**config.mk**
```make
export PLATFORM = sky130hd
export DESIGN_NAME = xoshiro256ss_prng_with_seeding_top
export DESIGN_NICKNAME = d
export VERILOG_FILES = /design/src/hdl/xoshiro_pkg.sv /design/src/hdl/xoshiro_mul.sv /design/src/hdl/xoshiro_core.sv /design/src/hdl/xoshiro256ss_prng_with_seeding_top.sv
export VERILOG_INCLUDE_DIRS = /design/src /design/src/hdl
export SDC_FILE = /design/constraint.sdc
export NUM_CORES = 2
export LEC_CHECK = 0
export BUFFER_PORTS_ARGS = -buffer_cell sky130_fd_sc_hd__buf_2
export CORE_ASPECT_RATIO = 1.2
export CORE_UTILIZATION = 35
export DETAILED_ROUTE_END_ITERATION = 10
export RECOVER_POWER = 25
export SLEW_MARGIN = 5
export SYNTH_ARGS = -nofsm -noshare
export SYNTH_HDL_FRONTEND = slang
export SYNTH_HIERARCHICAL = 1
export SYNTH_SLANG_ARGS = --single-unit
export TNS_END_PERCENT = 10
```
**constraint.sdc**
```tcl
create_clock -name clk -period 11.3 [get_ports clk]
set_clock_uncertainty 0.15 [all_clocks]
set_input_delay 0 -clock clk [delete_from_list [all_inputs] [get_ports clk]]
set_output_delay 0 -clock clk [all_outputs]
set_load 0.01 [all_outputs]
```
**src/hdl/xoshiro256ss_prng_with_seeding_top_macros.svh**
```systemverilog
// Assertion macros used by the generator core.
`ifndef XOSHIRO256SS_PRNG_WITH_SEEDING_TOP_MACROS_SVH
`define XOSHIRO256SS_PRNG_WITH_SEEDING_TOP_MACROS_SVH

`ifndef SYNTHESIS
// Same-cycle implication, checked on every rising clock edge outside reset.
`define XO_ASSERT_IMP(label, ante, cons) \
  label: assert property (@(posedge clk) disable iff (rst) (ante) |-> (cons)) \
    else $error("xoshiro assertion failed");
// Next-cycle implication, checked on every rising clock edge outside reset.
`define XO_ASSERT_NXT(label, ante, cons) \
  label: assert property (@(posedge clk) disable iff (rst) (ante) |=> (cons)) \
    else $error("xoshiro assertion failed");
`else
`define XO_ASSERT_IMP(label, ante, cons)
`define XO_ASSERT_NXT(label, ante, cons)
`endif

`endif

```
**src/hdl/xoshiro_pkg.sv**
```systemverilog
// Types and constants of the xoshiro256** generator.
package xoshiro_pkg;

  localparam int WORD_W = 64;
  localparam int HALF_W = WORD_W / 2;
  localparam int WORDS = 4;
  localparam int WIDX_W = $clog2(WORDS);
  localparam int ADV_ROUNDS = 8;
  localparam int ADV_CNT_W = $clog2(ADV_ROUNDS);

  localparam logic [WORD_W-1:0] GOLDEN_GAMMA = 64'h9E3779B97F4A7C15;
  localparam logic [WORD_W-1:0] MIX_MUL_A = 64'hBF58476D1CE4E5B9;
  localparam logic [WORD_W-1:0] MIX_MUL_B = 64'h94D049BB133111EB;

  localparam int MIX_SH_A = 30;
  localparam int MIX_SH_B = 27;
  localparam int MIX_SH_C = 31;
  localparam int ADV_SHL = 17;
  localparam int ADV_ROT = 45;
  localparam int OUT_ROT = 7;

  // Request codes on req_type
  localparam logic REQ_SEED = 1'b0;
  localparam logic REQ_NEXT = 1'b1;

  // Sequencer states
  typedef enum logic [2:0] {
    ST_IDLE,
    ST_NXT_OUT,
    ST_SM_ADD,
    ST_MULA_GO,
    ST_MULA_WAIT,
    ST_MULB_GO,
    ST_MULB_WAIT,
    ST_ADV
  } core_state_t;

  // Top to core control
  typedef struct packed {
    logic start;
    logic req_next;
    logic out_free;
  } core_ctl_t;

  // Core to top status
  typedef struct packed {
    logic idle;
    logic res_load;
  } core_stat_t;

endpackage

```
**src/hdl/xoshiro_mul.sv**
```systemverilog
// Iterative 64x64 multiplier, low 64 bits, one 32x32 product per cycle.
module xoshiro_mul (
  input  logic                            clk,
  input  logic                            rst,
  input  logic                            start,
  input  logic [xoshiro_pkg::WORD_W-1:0]  a,
  input  logic [xoshiro_pkg::WORD_W-1:0]  b,
  output logic                            done,
  output logic [xoshiro_pkg::WORD_W-1:0]  prod
);

  logic                            run;
  logic [1:0]                      step;
  logic [xoshiro_pkg::WORD_W-1:0]  a_q;
  logic [xoshiro_pkg::WORD_W-1:0]  b_q;
  logic [xoshiro_pkg::HALF_W-1:0]  op_x;
  logic [xoshiro_pkg::HALF_W-1:0]  op_y;
  logic [xoshiro_pkg::WORD_W-1:0]  pp;
  logic [xoshiro_pkg::WORD_W-1:0]  pp_next;
  logic [xoshiro_pkg::WORD_W-1:0]  acc;
  logic [xoshiro_pkg::WORD_W-1:0]  pp_up;

  // Half-word operand pick: lo*lo, hi*lo, lo*hi
  always_comb begin
    unique case (step)
      2'd0: begin
        op_x = a_q[xoshiro_pkg::HALF_W-1:0];
        op_y = b_q[xoshiro_pkg::HALF_W-1:0];
      end
      2'd1: begin
        op_x = a_q[xoshiro_pkg::WORD_W-1:xoshiro_pkg::HALF_W];
        op_y = b_q[xoshiro_pkg::HALF_W-1:0];
      end
      2'd2: begin
        op_x = a_q[xoshiro_pkg::HALF_W-1:0];
        op_y = b_q[xoshiro_pkg::WORD_W-1:xoshiro_pkg::HALF_W];
      end
      default: begin
        op_x = a_q[xoshiro_pkg::HALF_W-1:0];
        op_y = b_q[xoshiro_pkg::HALF_W-1:0];
      end
    endcase
  end

  // Full 64-bit product of the two zero-extended halves
  assign pp_next = xoshiro_pkg::WORD_W'(op_x) * xoshiro_pkg::WORD_W'(op_y);
  assign pp_up = {pp[xoshiro_pkg::HALF_W-1:0], {xoshiro_pkg::HALF_W{1'b0}}};
  assign prod = acc;

  // Step control
  always_ff @(posedge clk) begin
    if (rst) begin
      run <= 1'b0;
      step <= 2'd0;
      done <= 1'b0;
    end else begin
      done <= 1'b0;
      if (start) begin
        run <= 1'b1;
        step <= 2'd0;
      end else if (run) begin
        step <= step + 2'd1;
        if (step == 2'd3) begin
          run <= 1'b0;
          done <= 1'b1;
        end
      end
    end
  end

  // Operands, partial product and accumulator
  always_ff @(posedge clk) begin
    if (start) begin
      a_q <= a;
      b_q <= b;
    end
    if (run) begin
      pp <= pp_next;
      unique case (step)
        2'd0:    acc <= acc;
        2'd1:    acc <= pp;
        default: acc <= acc + pp_up;
      endcase
    end
  end

endmodule

```
**src/hdl/xoshiro_core.sv**
```systemverilog
// Generator state and sequencer: next-word path, splitmix64 fill and warm-up.
`include "xoshiro256ss_prng_with_seeding_top_macros.svh"

module xoshiro_core (
  input  logic                            clk,
  input  logic                            rst,
  input  xoshiro_pkg::core_ctl_t          ctl_i,
  input  logic [xoshiro_pkg::WORD_W-1:0]  seed_value,
  output xoshiro_pkg::core_stat_t         stat_o,
  output logic [xoshiro_pkg::WORD_W-1:0]  res_word
);

  xoshiro_pkg::core_state_t state;
  xoshiro_pkg::core_state_t state_next;

  logic [xoshiro_pkg::WORD_W-1:0]     s0, s1, s2, s3;
  logic [xoshiro_pkg::WORD_W-1:0]     n0, n1, n2, n3;
  logic [xoshiro_pkg::WORD_W-1:0]     t2, t3, sh;
  logic [xoshiro_pkg::WORD_W-1:0]     cnt;
  logic [xoshiro_pkg::WORD_W-1:0]     cnt_add;
  logic [xoshiro_pkg::WORD_W-1:0]     z;
  logic [xoshiro_pkg::WORD_W-1:0]     tmp;
  logic [xoshiro_pkg::WORD_W-1:0]     rot;
  logic [xoshiro_pkg::WORD_W-1:0]     fill_word;
  logic [xoshiro_pkg::WIDX_W-1:0]     widx;
  logic [xoshiro_pkg::ADV_CNT_W-1:0]  rnd;
  logic                               mul_start;
  logic                               mul_done;
  logic [xoshiro_pkg::WORD_W-1:0]     mul_b;
  logic [xoshiro_pkg::WORD_W-1:0]     mul_prod;
  logic                               last_word;
  logic                               last_rnd;
  logic                               seed_go;
  logic                               next_go;
  logic                               fill_done;

  // One xoshiro256 state step
  always_comb begin
    sh = s1 << xoshiro_pkg::ADV_SHL;
    t2 = s2 ^ s0;
    t3 = s3 ^ s1;
    n1 = s1 ^ t2;
    n0 = s0 ^ t3;
    n2 = t2 ^ sh;
    n3 = (t3 << xoshiro_pkg::ADV_ROT) | (t3 >> (xoshiro_pkg::WORD_W - xoshiro_pkg::ADV_ROT));
  end

  // Output scrambler second half: rotl(s1*5, 7) * 9, tmp holds s1*5
  assign rot = (tmp << xoshiro_pkg::OUT_ROT) |
               (tmp >> (xoshiro_pkg::WORD_W - xoshiro_pkg::OUT_ROT));
  assign res_word = rot + (rot << 3);

  assign cnt_add = cnt + xoshiro_pkg::GOLDEN_GAMMA;
  assign fill_word = mul_prod ^ (mul_prod >> xoshiro_pkg::MIX_SH_C);
  assign last_word = (widx == xoshiro_pkg::WIDX_W'(xoshiro_pkg::WORDS - 1));
  assign last_rnd = (rnd == xoshiro_pkg::ADV_CNT_W'(xoshiro_pkg::ADV_ROUNDS - 1));
  assign mul_b = (state == xoshiro_pkg::ST_MULB_GO) ? xoshiro_pkg::MIX_MUL_B
                                                     : xoshiro_pkg::MIX_MUL_A;

  // Request taken in idle, and last product of a fill word
  assign seed_go = (state == xoshiro_pkg::ST_IDLE) && ctl_i.start && !ctl_i.req_next;
  assign next_go = (state == xoshiro_pkg::ST_IDLE) && ctl_i.start && ctl_i.req_next;
  assign fill_done = (state == xoshiro_pkg::ST_MULB_WAIT) && mul_done;

  // Shared multiplier for the splitmix64 products
  xoshiro_mul u_mul (
    .clk   (clk),
    .rst   (rst),
    .start (mul_start),
    .a     (z),
    .b     (mul_b),
    .done  (mul_done),
    .prod  (mul_prod)
  );

  // Next state
  always_comb begin
    state_next = state;
    unique case (state)
      xoshiro_pkg::ST_IDLE: begin
        if (ctl_i.start) begin
          state_next = ctl_i.req_next ? xoshiro_pkg::ST_NXT_OUT : xoshiro_pkg::ST_SM_ADD;
        end
      end
      xoshiro_pkg::ST_NXT_OUT: begin
        if (ctl_i.out_free) begin
          state_next = xoshiro_pkg::ST_IDLE;
        end
      end
      xoshiro_pkg::ST_SM_ADD:  state_next = xoshiro_pkg::ST_MULA_GO;
      xoshiro_pkg::ST_MULA_GO: state_next = xoshiro_pkg::ST_MULA_WAIT;
      xoshiro_pkg::ST_MULA_WAIT: begin
        if (mul_done) begin
          state_next = xoshiro_pkg::ST_MULB_GO;
        end
      end
      xoshiro_pkg::ST_MULB_GO: state_next = xoshiro_pkg::ST_MULB_WAIT;
      xoshiro_pkg::ST_MULB_WAIT: begin
        if (mul_done) begin
          state_next = last_word ? xoshiro_pkg::ST_ADV : xoshiro_pkg::ST_SM_ADD;
        end
      end
      xoshiro_pkg::ST_ADV: begin
        if (last_rnd) begin
          state_next = xoshiro_pkg::ST_IDLE;
        end
      end
      default: state_next = xoshiro_pkg::ST_IDLE;
    endcase
  end

  // Outputs of the sequencer
  always_comb begin
    mul_start = (state == xoshiro_pkg::ST_MULA_GO) || (state == xoshiro_pkg::ST_MULB_GO);
    stat_o.idle = (state == xoshiro_pkg::ST_IDLE);
    stat_o.res_load = (state == xoshiro_pkg::ST_NXT_OUT) && ctl_i.out_free;
  end

  // State register and generator words
  always_ff @(posedge clk) begin
    if (rst) begin
      state <= xoshiro_pkg::ST_IDLE;
      s0 <= '0;
      s1 <= '0;
      s2 <= '0;
      s3 <= '0;
      cnt <= '0;
    end else begin
      state <= state_next;
      if (next_go || state == xoshiro_pkg::ST_ADV) begin
        s0 <= n0;
        s1 <= n1;
        s2 <= n2;
        s3 <= n3;
      end else if (fill_done) begin
        unique case (widx)
          2'd0:    s0 <= fill_word;
          2'd1:    s1 <= fill_word;
          2'd2:    s2 <= fill_word;
          default: s3 <= fill_word;
        endcase
      end
      if (seed_go) begin
        cnt <= (seed_value == '0) ? xoshiro_pkg::GOLDEN_GAMMA : seed_value;
      end else if (state == xoshiro_pkg::ST_SM_ADD) begin
        cnt <= cnt_add;
      end
    end
  end

  // Datapath scratch registers
  always_ff @(posedge clk) begin
    unique case (state)
      xoshiro_pkg::ST_IDLE: begin
        tmp <= s1 + (s1 << 2);
        widx <= '0;
        rnd <= '0;
      end
      xoshiro_pkg::ST_SM_ADD: begin
        z <= cnt_add ^ (cnt_add >> xoshiro_pkg::MIX_SH_A);
      end
      xoshiro_pkg::ST_MULA_WAIT: begin
        if (mul_done) begin
          z <= mul_prod ^ (mul_prod >> xoshiro_pkg::MIX_SH_B);
        end
      end
      xoshiro_pkg::ST_MULB_WAIT: begin
        if (mul_done) begin
          widx <= widx + xoshiro_pkg::WIDX_W'(1);
        end
      end
      xoshiro_pkg::ST_ADV: begin
        rnd <= rnd + xoshiro_pkg::ADV_CNT_W'(1);
      end
      default: begin
        z <= z;
      end
    endcase
  end

  `XO_ASSERT_IMP(a_done_in_wait, mul_done, state == xoshiro_pkg::ST_MULA_WAIT || fill_done)
  `XO_ASSERT_NXT(a_seed_starts_fill, seed_go, state == xoshiro_pkg::ST_SM_ADD)
  `XO_ASSERT_NXT(a_load_to_idle, stat_o.res_load, state == xoshiro_pkg::ST_IDLE)

endmodule

```
**src/hdl/xoshiro256ss_prng_with_seeding_top.sv**
```systemverilog
// Top level of the xoshiro256** generator with splitmix64 seeding.
//
// Input channel (in_valid/in_ready, req_type, seed_value): one word per request.
// req_type 0 seeds the generator from seed_value (zero seed uses the golden-ratio
// constant); req_type 1 asks for the next 64-bit random word.
// Output channel (out_valid/out_ready, random_word): one word per next request,
// none per seed request.
// Next request: accepted, state steps at once, the word is formed in the
// following cycle and lands in the output register; a new request is taken
// only once that word has been loaded into the output register.
// Seed request: after acceptance the core is busy with four splitmix64
// words, each through two products on the shared 32x32 multiplier, then
// eight state steps, one per cycle.
// in_ready is high only while the sequencer is idle.
// Reset clears the state to zero, so next words read zero until seeded.
// A stalled receiver holds the word in the output register; one more next
// request may be taken and then waits inside the core until the register frees.
module xoshiro256ss_prng_with_seeding_top (
  input  logic                            clk,
  input  logic                            rst,
  input  logic                            in_valid,
  output logic                            in_ready,
  input  logic                            req_type,
  input  logic [xoshiro_pkg::WORD_W-1:0]  seed_value,
  output logic                            out_valid,
  input  logic                            out_ready,
  output logic [xoshiro_pkg::WORD_W-1:0]  random_word
);

  xoshiro_pkg::core_ctl_t           ctl;
  xoshiro_pkg::core_stat_t          stat;
  logic [xoshiro_pkg::WORD_W-1:0]   res_word;

  // Handshake toward the core
  assign in_ready = stat.idle;
  assign ctl.start = in_valid && in_ready;
  assign ctl.req_next = (req_type == xoshiro_pkg::REQ_NEXT);
  assign ctl.out_free = !out_valid || out_ready;

  xoshiro_core u_core (
    .clk        (clk),
    .rst        (rst),
    .ctl_i      (ctl),
    .seed_value (seed_value),
    .stat_o     (stat),
    .res_word   (res_word)
  );

  // Output word register
  always_ff @(posedge clk) begin
    if (rst) begin
      out_valid <= 1'b0;
    end else if (stat.res_load) begin
      out_valid <= 1'b1;
    end else if (out_ready) begin
      out_valid <= 1'b0;
    end
  end

  always_ff @(posedge clk) begin
    if (stat.res_load) begin
      random_word <= res_word;
    end
  end

endmodule

```
==> impl_results.md <==
- Worst Setup Start Kind: register
- Routability cong.: 0.9669
- Critical path required time: 11.60 ns
- Hold Slack: 0.05233 ns
- DP HPWL: 204,100 um
- Leading area contributor after synthesis: fa_1
- 1st-iter DRT viols: 5,549
- Io pins: 135
- Sequential share of the synthesized area: 26.69%
- Slew Limit Fails: 176
- Status: complete, but fails checks
- Unrepaired setup endpoints after global routing: false
- Final Cycle Share: 89.16%
- Die Wd: 426.2 um
- GRT Total Usage: 24.40%
- Final nets: 9,726
- Vias after detailed routing: 61,410
- Mapped cell area: 75,560 sq um
- CTS hold repair buffers: 136
- Setup CP Type: reg -> reg
- Global-route wire length before repair: 400,500 um
- WL per Instance: 23.95 um
- Commonest cells after routing, fill and taps aside: nand2_1, nor2_1, inv_1
- Final ANT Viol Nets: 0
- Slew HR: -137.9%
- Post-CTS sizing: 0
- Dominant synthesized flop cell: edfxtp_1
- Clk_lat worst skew: 0.70 ns
- Commonest non-fill, non-tap cell in the layout: nand2_1
- Failing checks: capacitance limit, slew limit
- Bufs on Longest Clock Path: 3
- Total CTS buffers: 79
- Area Growth Syn to Fin: 10.29%
- Top cell type's share of synthesized area: 23.82%
- CP arrival: 10.38 ns
- Clock Tree Root: clkbuf_16
- Row cnt: 186
- Achievable frequency: 99.26 MHz
- CTS Sinks: 781
- Post CTS Setup Buffer Count: 0
- Largest net degree at the start of global routing: 217
- Avg Inst Size Synth: 9.124 sq um
- DR vias/cell: 5.475
- Final Critical Period: 10.07 ns
- FFs w/ async S/R, synth: 0%
- Initial core utilization: 35.25%
- DIE AREA: 217,800 sq um
- Placed inst area: 79,420 sq um
- Final setup viols: 0
- DRC: 0
- Worst slew pin tran: 3.569 ns
- Hold WC Path Type: in -> reg
- Clk pin slew, worst setup/hold paths: 0.07 ns
- Crit end category: register
- Number of max-cap violations: 4
- Setup_tns: 0 ns
- PortBufs: 134
- Initial antenna violation count: 8
- Final Hold Fails: 0
- CP max FO: 33
- Synth area leaders: fa_1, edfxtp_1, dfxtp_1
- Share of layout cells above drive strength 1: 6.172%
- R2R setup slack: 1.23 ns
- Final wirelength: 268,600 um
- Grt ovf: 0
- TritonCTS clock tree: yes
- Die Ht: 511.0 um
- H-tree depth: 3
- Yosys reg bits: 781
- Syn Inst Count: 8,281
- Yosys cell types: 106
- Post-Layout Inst Area: 83,330 sq um
- Pre-Repair DR Iteration Count: 7
- Syn. warnings: 6
- Post-synth EDFFs: 453
- Vias in the first global route: 62,770
- CORE AREA: 214,300 sq um
## flip-flops by register name, summed over array words and instances, names as in the netlist
name and cells:
u_core/s1 64, u_core/cnt 64, u_core/s2 64, out_valid 1
u_core/tmp 64, u_core/s3 64, u_core/u_mul/b_q 64, u_core/s0 64
u_core/widx 2, random_word 64, u_core/u_mul/step 2, u_core/u_mul/pp 64
u_core/u_mul/a_q 64, u_core/u_mul/done 1, u_core/u_mul/run 1, u_core/u_mul/prod 64
u_core/z 64, u_core/state 3, u_core/rnd 3
## worst max-delay path, cell delays in order, from the launching register on
cell      delay, ns
dfxtp_1        0.41
inv_1          0.16
ha_4           0.61
mux2i_2        1.15
buf_4          0.28
nor2_1         0.06
fa_1           0.50
inv_1          0.05
fa_1           0.50
fa_1           0.44
fa_1           0.55
inv_1          0.05
fa_1           0.48
fa_1           0.58
fa_1           0.43
fa_1           0.46
ha_1           0.43
a21o_1         0.23
a31o_2         0.24
a22oi_1        0.15
o211ai_1       0.16
o31ai_1        0.59
a31oi_1        0.28
a21boi_1       0.26
o21ai_0        0.13
xor2_1         0.45
## cells in the mapped netlist, types with 54 or more instances
master / n
a211oi_1: 79
a21o_1: 135
a21oi_1: 569
a31oi_1: 73
and2_1: 54
clkbuf_1: 406
dfxtp_1: 328
edfxtp_1: 453
fa_1: 899
ha_1: 428
inv_1: 952
mux2_2: 65
mux2i_1: 65
nand2_1: 1085
nand3_1: 116
nand4_1: 55
nor2_1: 966
nor3_1: 91
o211ai_1: 81
o21ai_0: 235
xnor2_1: 314
xor2_1: 262
## area by class of cell
cell class | count | area [sq um]
fill | 21230 | 131000
multi-input combinational | 6120 | 50480
sequential | 781 | 20170
inverter | 952 | 3573
tap | 2820 | 3528
timing repair buffer | 396 | 2904
clock buffer | 101 | 2123
clock inverter | 43 | 548.0
antenna | 3 | 7.507
## per-stage QoR
| step | instances | worst slack, ns | utilization (%) |
|---|---|---|---|
| floorplan | 8312 | 2.560 | - |
| global placement | 10930 | 1.426 | 37.05 |
| detailed placement | 10930 | 1.415 | 37.05 |
| CTS | 11210 | 1.325 | 38.93 |
| global route | 11220 | 1.059 | 38.88 |
| finish | 11220 | 1.225 | 38.88 |
## layer usage
metal / global-route usage (%) / part of all wire, %
met5: 0 / 0
met1: 30.66 / 39
met2: 41.01 / 48
met4: 11.41 / 5.4
met3: 3.583 / 7.1
## path summary, 6_finish.rpt
kind,from,endpoint,cells after the start
hold reg to reg,u_core/z[44]$_DFFE_PP_,u_core/u_mul/a_q[44]$_DFFE_PP_,0
setup / recovery,u_core/u_mul/step[0]$_SDFFE_PP0P_,u_core/u_mul/pp[48]$_DFFE_PP_,25
setup reg to reg,u_core/u_mul/step[0]$_SDFFE_PP0P_,u_core/u_mul/pp[48]$_DFFE_PP_,25
hold / removal,seed_value[5],u_core/cnt[5]$_SDFFE_PP0P_,4
## cells by family after synthesis
group	count (synthesis)	synth area share, %
AND/OR/NAND/NOR	2565	14.27
other	2	0.009939
flip-flops	781	26.69
XOR/XNOR	582	6.841
AO/OA/AOI/OAI	1483	12.39
buffers and inverters	1411	7.058
multiplexers	130	1.830
adder cells (fa/ha/maj)	1327	30.91
Power is not shown: default switching activity piles up to over one toggle a cycle in this logic, so the estimate is an artifact.
